===== config.mk =====
export PLATFORM = sky130hd
export DESIGN_NAME = vector_distance_metrics
export DESIGN_NICKNAME = d
export VERILOG_FILES = /design/src/sv/vdm_pkg.sv /design/src/sv/vdm_sub_unit.sv /design/src/sv/vector_distance_metrics.sv
export SDC_FILE = /design/constraint.sdc
export NUM_CORES = 1
export LEC_CHECK = 0
export BUFFER_PORTS_ARGS = -buffer_cell sky130_fd_sc_hd__buf_4
export CORE_ASPECT_RATIO = 0.9
export CORE_MARGIN = 2
export CORE_UTILIZATION = 50
export DETAILED_ROUTE_END_ITERATION = 7
export GPL_TIMING_DRIVEN = 0
export MAX_ROUTING_LAYER = met4
export PLACE_DENSITY = 0.73
export SETUP_SLACK_MARGIN = 0.15
export SLEW_MARGIN = 0
export SYNTH_ARGS = -nofsm -noshare
export SYNTH_HDL_FRONTEND = slang
export SYNTH_SLANG_ARGS = --single-unit

===== constraint.sdc =====
create_clock -name clk -period 7 [get_ports clk]
set_input_delay 1.4 -clock clk [delete_from_list [all_inputs] [get_ports clk]]
set_output_delay 1.4 -clock clk [all_outputs]
set_load 0.005 [all_outputs]

===== src/sv/vdm_pkg.sv =====
package vdm_pkg;

	localparam int ElemW = 16;
	localparam int AccW  = 41;
	localparam int OutW  = 33;
	localparam int RemW  = 33;
	localparam int RootW = 29;
	localparam int DenW  = 17;
	localparam int CntW  = 5;

	typedef logic [1:0] metric_t;

	localparam metric_t MetricEuclid    = 2'd0;
	localparam metric_t MetricManhattan = 2'd1;
	localparam metric_t MetricChebyshev = 2'd2;
	localparam metric_t MetricCanberra  = 2'd3;

	// First step index of each iterative operation; the counter runs down to zero.
	localparam logic [CntW-1:0] DivLast  = 5'd16;
	localparam logic [CntW-1:0] RootLast = 5'd28;

	typedef struct packed {
		logic [RemW-1:0] cand;
		logic [RemW-1:0] trial;
	} sub_op_t;

	typedef struct packed {
		logic            ge;
		logic [RemW-1:0] diff;
	} sub_res_t;

endpackage


===== src/sv/vdm_sub_unit.sv =====
// Shared compare-and-subtract step for the divider and the square root.
module vdm_sub_unit (
	input  vdm_pkg::sub_op_t  op,
	output vdm_pkg::sub_res_t res
);

	assign res.ge   = (op.cand >= op.trial);
	assign res.diff = op.cand - op.trial;

endmodule


===== src/sv/vector_distance_metrics.sv =====
// Vector distance unit. Element pairs (signed Q8.8) stream in on the slave side, s_tlast
// marking the final pair; on that pair the distance in unsigned Q.16 leaves on the master
// side and the running value clears. metric_mode selects Euclidean, Manhattan, Chebyshev or
// Canberra; the user must write it only while the block is idle, as the block does not
// enforce this itself. One compare-and-subtract unit, stepped by a small sequencer, does
// both the Canberra division and the Euclidean root. Each pair passes states ABS and ACC,
// with one multiply stage between them for Euclidean and 17 divide steps in the shared unit
// for Canberra (none when both elements are zero); no new pair is taken until the last is
// through. The final pair loads the output register in the result stage, after 29 root
// steps in the same unit for Euclidean. A result waiting in the output register does not
// block new pairs; the block holds only when a second result is ready before the first is taken.
module vector_distance_metrics (
	input  logic        clk,
	input  logic        arst_n,
	input  logic        cfg_wr_en,
	input  logic [1:0]  cfg_wr_data,  // metric_mode
	input  logic        s_tvalid,
	output logic        s_tready,
	input  logic [31:0] s_tdata,      // elem_a [15:0], elem_b [31:16]
	input  logic        s_tlast,      // last_elem
	output logic        m_tvalid,
	input  logic        m_tready,
	output logic [39:0] m_tdata       // distance [32:0], zero [39:33]
);

	typedef enum logic [2:0] {
		ST_IDLE,
		ST_ABS,
		ST_MUL,
		ST_DIV,
		ST_ACC,
		ST_ROOT,
		ST_FIN
	} state_t;

	state_t                          state_q;
	vdm_pkg::metric_t                mode_q;
	logic [vdm_pkg::ElemW-1:0]       a_q;
	logic [vdm_pkg::ElemW-1:0]       b_q;
	logic                            last_q;
	logic [vdm_pkg::ElemW-1:0]       ad_q;
	logic [vdm_pkg::DenW-1:0]        den_q;
	logic [31:0]                     add_q;
	logic [vdm_pkg::AccW-1:0]        rv_q;
	logic [vdm_pkg::RemW-1:0]        rem_q;
	logic [vdm_pkg::RootW-1:0]       quo_q;
	logic [57:0]                     rad_q;
	logic [vdm_pkg::CntW-1:0]        cnt_q;
	logic                            out_valid_q;
	logic [vdm_pkg::OutW-1:0]        out_data_q;

	logic [16:0]                     diff_ab;
	logic [vdm_pkg::ElemW-1:0]       abs_d;
	logic [vdm_pkg::ElemW-1:0]       abs_a;
	logic [vdm_pkg::ElemW-1:0]       abs_b;
	logic [vdm_pkg::DenW-1:0]        den;
	logic [31:0]                     prod;
	logic [vdm_pkg::AccW:0]          sum_wide;
	logic [vdm_pkg::AccW-1:0]        next_rv;
	logic [vdm_pkg::OutW-1:0]        result;
	logic                            out_free;
	vdm_pkg::sub_op_t                sub_op;
	vdm_pkg::sub_res_t               sub_res;
	logic [vdm_pkg::RootW-1:0]       quo_next;
	logic [vdm_pkg::RemW-1:0]        rem_next;

	assign diff_ab = {a_q[15], a_q} - {b_q[15], b_q};
	assign abs_d   = diff_ab[16] ? 16'(-diff_ab) : diff_ab[15:0];
	assign abs_a   = a_q[15] ? 16'(-a_q) : a_q;
	assign abs_b   = b_q[15] ? 16'(-b_q) : b_q;
	assign den     = {1'b0, abs_a} + {1'b0, abs_b};
	assign prod    = {16'b0, ad_q} * {16'b0, ad_q};

	assign sum_wide = {1'b0, rv_q} + {10'b0, add_q};

	always_comb begin
		case (mode_q)
			vdm_pkg::MetricChebyshev: begin
				next_rv = ({25'b0, ad_q} > rv_q) ? {25'b0, ad_q} : rv_q;
			end
			default: begin
				next_rv = sum_wide[vdm_pkg::AccW] ? {vdm_pkg::AccW{1'b1}}
				                                  : sum_wide[vdm_pkg::AccW-1:0];
			end
		endcase
	end

	always_comb begin
		case (mode_q)
			vdm_pkg::MetricEuclid: begin
				result = {4'b0, quo_q};
			end
			vdm_pkg::MetricCanberra: begin
				result = (rv_q[40:33] != 8'd0) ? {vdm_pkg::OutW{1'b1}} : rv_q[32:0];
			end
			default: begin
				result = (rv_q[40:25] != 16'd0) ? {vdm_pkg::OutW{1'b1}}
				                                : {rv_q[24:0], 8'b0};
			end
		endcase
	end

	// Root step brings down two radicand bits; divide step shifts the remainder by one
	// except on the first step, which yields the integer bit of the quotient.
	always_comb begin
		if (state_q == ST_ROOT) begin
			sub_op.cand  = {rem_q[30:0], rad_q[57:56]};
			sub_op.trial = {2'b0, quo_q, 2'b01};
		end else begin
			sub_op.cand  = (cnt_q == vdm_pkg::DivLast) ? rem_q : {rem_q[31:0], 1'b0};
			sub_op.trial = {16'b0, den_q};
		end
	end

	vdm_sub_unit u_sub (
		.op  (sub_op),
		.res (sub_res)
	);

	assign quo_next = {quo_q[vdm_pkg::RootW-2:0], sub_res.ge};
	assign rem_next = sub_res.ge ? sub_res.diff : sub_op.cand;
	assign out_free = !out_valid_q || m_tready;

	always_ff @(posedge clk or negedge arst_n) begin
		if (!arst_n) begin
			state_q     <= ST_IDLE;
			mode_q      <= vdm_pkg::MetricEuclid;
			a_q         <= '0;
			b_q         <= '0;
			last_q      <= 1'b0;
			ad_q        <= '0;
			den_q       <= '0;
			add_q       <= '0;
			rv_q        <= '0;
			rem_q       <= '0;
			quo_q       <= '0;
			rad_q       <= '0;
			cnt_q       <= '0;
			out_valid_q <= 1'b0;
			out_data_q  <= '0;
		end else begin
			if (cfg_wr_en) begin
				mode_q <= cfg_wr_data;
			end
			// the result stage reloads the output register itself
			if (m_tready && state_q != ST_FIN) begin
				out_valid_q <= 1'b0;
			end
			case (state_q)
				ST_IDLE: begin
					if (s_tvalid) begin
						a_q     <= s_tdata[15:0];
						b_q     <= s_tdata[31:16];
						last_q  <= s_tlast;
						state_q <= ST_ABS;
					end
				end
				ST_ABS: begin
					ad_q  <= abs_d;
					den_q <= den;
					// a zero denominator means both elements are zero, so this adds nothing
					add_q <= {16'b0, abs_d};
					rem_q <= {17'b0, abs_d};
					quo_q <= '0;
					cnt_q <= vdm_pkg::DivLast;
					case (mode_q)
						vdm_pkg::MetricEuclid: begin
							state_q <= ST_MUL;
						end
						vdm_pkg::MetricCanberra: begin
							if (den == '0) begin
								state_q <= ST_ACC;
							end else begin
								state_q <= ST_DIV;
							end
						end
						default: begin
							state_q <= ST_ACC;
						end
					endcase
				end
				ST_MUL: begin
					add_q   <= prod;
					state_q <= ST_ACC;
				end
				ST_DIV: begin
					rem_q <= rem_next;
					quo_q <= quo_next;
					cnt_q <= cnt_q - 1'b1;
					if (cnt_q == '0) begin
						add_q   <= {15'b0, quo_next[16:0]};
						state_q <= ST_ACC;
					end
				end
				ST_ACC: begin
					rv_q  <= next_rv;
					rad_q <= {1'b0, next_rv, 16'b0};
					rem_q <= '0;
					quo_q <= '0;
					cnt_q <= vdm_pkg::RootLast;
					if (!last_q) begin
						state_q <= ST_IDLE;
					end else if (mode_q == vdm_pkg::MetricEuclid) begin
						state_q <= ST_ROOT;
					end else begin
						state_q <= ST_FIN;
					end
				end
				ST_ROOT: begin
					rem_q <= rem_next;
					quo_q <= quo_next;
					rad_q <= {rad_q[55:0], 2'b00};
					cnt_q <= cnt_q - 1'b1;
					if (cnt_q == '0) begin
						state_q <= ST_FIN;
					end
				end
				ST_FIN: begin
					// hold until the output register can take the result
					if (out_free) begin
						out_data_q  <= result;
						out_valid_q <= 1'b1;
						rv_q        <= '0;
						state_q     <= ST_IDLE;
					end
				end
				default: begin
					state_q <= ST_IDLE;
				end
			endcase
		end
	end

	assign s_tready = (state_q == ST_IDLE);
	assign m_tvalid = out_valid_q;
	assign m_tdata  = {7'b0, out_data_q};

	a_busy_after_accept: assert property (@(posedge clk) disable iff (!arst_n)
		(s_tvalid && s_tready) |=> !s_tready)
		else $error("input accepted while a pair is still in progress");

	a_root_ends_in_fin: assert property (@(posedge clk) disable iff (!arst_n)
		(state_q == ST_ROOT && cnt_q == '0) |=> (state_q == ST_FIN))
		else $error("root sequence did not hand off to result stage");

	a_quotient_bound: assert property (@(posedge clk) disable iff (!arst_n)
		(state_q == ST_DIV && cnt_q == '0) |=> (add_q <= 32'd65536))
		else $error("Canberra term above one");

	a_root_width: assert property (@(posedge clk) disable iff (!arst_n)
		(state_q == ST_FIN && out_free && mode_q == vdm_pkg::MetricEuclid)
		|=> (m_tdata[32:29] == 4'd0))
		else $error("Euclidean root wider than 29 bits");

endmodule


## After elaboration in Yosys (flattened, before gate mapping)

Index checks and enable logic that the tools add are counted.

| storage, ports and cells | value |
|---|---|
| flip-flop bits (word level) | 303 |
| input port bits | 40 |
| output and inout port bits | 42 |

| operators by class | value |
|---|---|
| add/sub/neg operators | 8 |
| $mul | 1 |
| magnitude comparators | 2 |
| equality and inequality tests | 14 |
| muxes and demuxes | 32 |
| reductions and logical operators | 21 |

Operators with widths:

| kind | count |
|---|---|
| $mux 41 | 4 |
| $mux 33 | 4 |
| $pmux 58 s2 | 1 |
| $pmux 33 s3 | 1 |
| $pmux 32 s3 | 1 |
| $pmux 41 s2 | 1 |
| $mux 66 | 1 |
| $pmux 33 s2 | 1 |
| $pmux 29 s2 | 1 |
| $mux 16 | 3 |
| $neg 16->16 | 3 |
| $add 41x32->42 | 1 |
| $gt 16x41->1 | 1 |
| $ge 33x33->1 | 1 |
| $sub 33x33->33 | 1 |
| $mul 16x16->32 | 1 |
| $mux 32 | 1 |
| $pmux 3 s7 | 1 |
| $mux 3 | 6 |
| $add 16x16->17 | 1 |
| $logic_not 17->1 | 1 |
| $sub 16x16->17 | 1 |
| $reduce_bool 16->1 | 1 |
| $pmux 5 s3 | 1 |
| 24 further kinds | 39 |

## Logic depth before layout (Yosys ltp)

| depth | value |
|---|---|
| depth in word-level cells | 7 |
| mapped depth | 28 |

## Modules after synthesis

A second synthesis with hierarchy kept.

| unflattened totals | value |
|---|---|
| cells, all modules | 3355 |
| area, all modules | 28219.6 um2 |

By module, submodules not included:

| module | instances | cells an instance | area each (um2) | seq. area each (um2) |
|---|---|---|---|---|
| vector_distance_metrics | 1 | 3071 | 26273.9 | 7156.9 |
| vdm_sub_unit | 1 | 284 | 1945.6 | 0.0 |

## Worst setup path after synthesis

OpenSTA, ideal clock, no wires.

| path | value |
|---|---|
| kind | register to register |
| from | register ad_q[4] (netlist name) |
| to | register add_q[31] |
| setup time | 0.121 ns |
| data arrival time | 6.419 ns |
| data required time | 6.879 ns |
| setup slack | 0.460 ns |
| stages on the path, launching flop included | 23 |
| buffers on the path | 2 |
| clock period less this slack | 6.540 ns |
| cells stage by stage | dfrtp_1 clkbuf_1 buf_1 nand2_1 fa_1 inv_1 fa_1 fa_1 fa_1 fa_1 inv_1 fa_1 inv_1 ha_1 and3_1 a311o_1 o21bai_1 a31oi_1 a211oi_2 o221ai_1 a21oi_1 xnor2_1 a22o_1 |

| on the way | value |
|---|---|
| word-level cells in the longest chain between the ends | 2 |

RTL lines:

| item | RTL line | RTL |
|---|---|---|
| from (decl) | vector_distance_metrics.sv:41 | `logic [vdm_pkg::ElemW-1:0] ad_q;` |
| from (signal assigned) | vector_distance_metrics.sv:159 | `ad_q <= abs_d;` |
| $mul 16x16->32 | vector_distance_metrics.sv:72 | `assign prod = {16'b0, ad_q} * {16'b0, ad_q};` |
| $pmux 32 s3 | vector_distance_metrics.sv:149 | `case (state_q)` |
| to (signal assigned) | vector_distance_metrics.sv:162 | `add_q <= {16'b0, abs_d};` |
| to (signal assigned) | vector_distance_metrics.sv:183 | `add_q <= prod;` |
| to (signal assigned) | vector_distance_metrics.sv:191 | `add_q <= {15'b0, quo_next[16:0]};` |
| to (decl) | vector_distance_metrics.sv:43 | `logic [31:0] add_q;` |

No other way between the ends.
A chain may end at the register's enable or synchronous reset.

## Worst setup path after layout

| path | value |
|---|---|
| from | register ad_q[0] (netlist name) |
| to | register add_q[31] |

The elaborated chain is that of the path after synthesis.

==> impl_metrics.json <==
{
  "status": "finished, final reports clean",
  "yosys_register_bits": 286,
  "synth_top_family_by_area": "adder cells",
  "first_pass_iters": 7,
  "rsz0062_at_grt": "true",
  "ys_warn_count": 0,
  "drtIter0Drc": 2648,
  "syn_to_final_growth_pct": 11.1,
  "h-tree-depth": 2,
  "routed_wl_mm": 86.0,
  "core_sq_mm": 0.0543,
  "start_kind": "flip-flop",
  "dp.cells": 3980,
  "drv_cap": 0,
  "relSlewSlack_pct": 28.3,
  "crit_chain": "clkinv_2, nor2_2, inv_1, fa_1, fa_1, inv_1, fa_1, fa_1, fa_1, inv_1, fa_1, inv_1, ha_1, a21o_1, a21oi_1, nor2b_1, a311o_1, o21bai_2, a31oi_4, a211oi_2, o221ai_1, a21oi_1, xnor2_1, a22o_1",
  "setup_viol": 0,
  "wl_per_cell_um": 21.2,
  "nNetsFinal": 3763,
  "hold_buffers": 0,
  "ant_nets": 0,
  "start_util_pct": 50.5,
  "ys_seq_area_share_pct": 26.1,
  "muxShareOfSynthArea_pct": 3.62,
  "critPathBufInv": 5,
  "arrival_ns": 7.18,
  "place_area_sq_mm": 0.0290,
  "clk_latency_ns": 0.58,
  "fill_cells": 4958,
  "die_w_um": 251,
  "port_buffers": 74,
  "finalCritPeriodShare_pct": 96.0,
  "fin_crit_ns": 6.72,
  "crit_type": "flip-flop to flip-flop",
  "first_global_vias": 23733,
  "yosys.area.top_type_share_pct": 26.1,
  "fin_util_pct": 56.1,
  "synth_simple_gate_area_share_pct": 14.3,
  "grt_start_max_net_pins": 104,
  "clock_skew_ns": 0.0241,
  "dp_hpwl_mm": 65.8,
  "syn_inst": 3193,
  "yosys-top-cells-area": "dfrtp_1 (26%), fa_1 (12%), ha_1 (10%), nand2_1 (5.4%), o21ai_0 (5.2%)",
  "io_pins": 82,
  "synth_edf_count": 0,
  "synth_area_sq_mm": 0.0274,
  "end_kind": "flip-flop",
  "grt_pass1_wl_mm": 136,
  "layout-drive-gt1-share_pct": 8.36,
  "yosysMostFrequentCell": "nand2_1",
  "synthDistinctLibCells": 91,
  "tritoncts": "built",
  "vias": 24683,
  "ff_latch_area_sq_mm": 0.00718,
  "fin_area_sq_mm": 0.0305,
  "fin_cells": 4066,
  "critPathTopFamily": "adder cells",
  "worstMarginPinSlew_ns": 1.07,
  "n_antenna_cell": 0,
  "multiInputGateArea_sq_mm": 0.0184,
  "cts_buffer_depth": 3,
  "cts_buffers": 35,
  "cpMostUsedCell": "fa_1",
  "timing.hold.ws_ns": 0.480,
  "place.gp.congestion": 0.977,
  "synth_top_area_cell": "dfrtp_1",
  "die_height_um": 226,
  "hp-class": "flip-flop to flip-flop",
  "synth_xor_area_share_pct": 4.68,
  "fmax_mhz": 149,
  "synth_ff_type": "dfrtp_1",
  "synth_compound_area_share_pct": 21.9,
  "grt_usage_pct": 31.6,
  "crit_slowest_cell": "fa_1",
  "drv_slew": 0,
  "hold_viol": 0,
  "overflow": 0,
  "root_buffer": "clkbuf_16",
  "synth-async-reset-ratio_pct": 100,
  "slowest_delay_ns": 0.54,
  "synth_fa_ha_area_share_pct": 22.4,
  "required_ns": 7.46,
  "drc_errors": 0,
  "dieArea_sq_mm": 0.0568,
  "cp_max_fo": 8,
  "std_cell_rows": 81,
  "synthTopCellsByCount": "nand2_1 (397), inv_1 (338), o21ai_0 (287)",
  "via_per_inst": 6.07,
  "avgSynthCellArea_sq_um": 8.60,
  "cts.sinks": 286,
  "antenna_found_initial": 0,
  "cts.clk_slew.worst_paths_ns": 0.06
}
==> through the flow <==
stage / worst slack [ns] / TNS [ns]
global placement: -0.901 / -6.43
CTS: 0.152 / 0
floorplan: 0.460 / 0
finish: 0.283 / 0
detailed placement: -0.874 / -6.60
global route: -0.0180 / -0.0180
==> worst register-to-register path, delay by kind of cell, from the launching register on <==
kind / cells / cell delay (ns)
AND/OR/NAND/NOR: 2 / 0.32
buffers and inverters: 5 / 0.58
adder cells (fa/ha/maj): 7 / 3.19
AO/OA/AOI/OAI: 9 / 1.92
flip-flops: 1 / 0.53
XOR/XNOR: 1 / 0.08
==> flip-flops by register name, indices dropped and copies added (netlist names), 3 cells and up <==
signal and count:
out_data_q 33, state_q 3, b_q 16, den_q 16, quo_q 29, a_q 16, rv_q 41, cnt_q 5
ad_q 16, add_q 32, rem_q 33, rad_q 42
==> routing by layer <==
layer / GRT usage [%] / part of all wire (%) / vias to the layer above / wire [um]
li1: - / - / 11372 / -
met2: 46.7 / 43 / 1180 / 36600
met5: - / 0 / - / 0
met1: 45.1 / 45 / 11930 / 38500
met3: 4.40 / 9.2 / 201 / 7950
met4: 9.85 / 3.4 / 0 / 2950
==> cells by family after synthesis <==
family / after synthesis
compound gates: 919
simple gates: 851
buf+inv: 504
fa+ha+maj: 390
flops: 286
xor+xnor: 145
mux: 97
other cells: 1
==> path summary, 6_finish.rpt <==
path,startpoint,to,slack (ns),cells past startpoint
worst max-delay path,ad_q[0],add_q[31],0.28,24
worst min-delay path,rad_q[26],rad_q[26],0.48,1
worst max register to register,ad_q[0],add_q[31],0.28,24
worst min register to register,rad_q[26],rad_q[26],0.48,1
max in group asynchronous,arst_n,rad_q[42],4.70,3
min in group asynchronous,arst_n,b_q[2],0.86,1
==> repair_timing <==
item / in CTS / in global routing
pin swaps: 1 / 9
buffers inserted: 1 / 22
gates resized for setup: 55 / 38
cloned: 0 / 0
setup endpoints to repair: 17 / 43
==> cell usage in the layout, fill, tap and decap left out, types with 22 or more instances in the layout <==
master / netlist / final
ha_1: 220 / 219
o21ai_1: 28 / 27
a211oi_1: 23 / 22
nor2b_1: 25 / 25
nand2b_1: 35 / 35
nand2_1: 397 / 397
nand3_1: 41 / 41
xor2_1: 45 / 45
mux2i_1: 79 / 79
a22o_1: 45 / 45
dfrtp_1: 286 / 274
a21oi_1: 178 / 176
and2_1: 54 / 54
fa_1: 168 / 168
clkbuf_1: 130 / 116
clkbuf_16: 0 / 35
inv_1: 338 / 336
xnor2_1: 98 / 98
o21ai_0: 287 / 287
and3_1: 31 / 30
nor2_1: 150 / 149
o21a_1: 22 / 22
nor3_1: 31 / 31
buf_4: 9 / 110
a31oi_1: 23 / 22
a21o_1: 94 / 94
==> cell type report <==
cell class / instances / area share, %
tap: 705 / 2.89
clock buffer: 47 / 3.18
clock inverter: 16 / 0.546
timing repair buffer: 99 / 2.59
sequential: 286 / 23.5
buffer: 164 / 2.56
multi-input combinational: 2409 / 60.5
inverter: 340 / 4.21
Power is not shown: default switching activity piles up to over one toggle a cycle in this logic, so the estimate is an artifact.
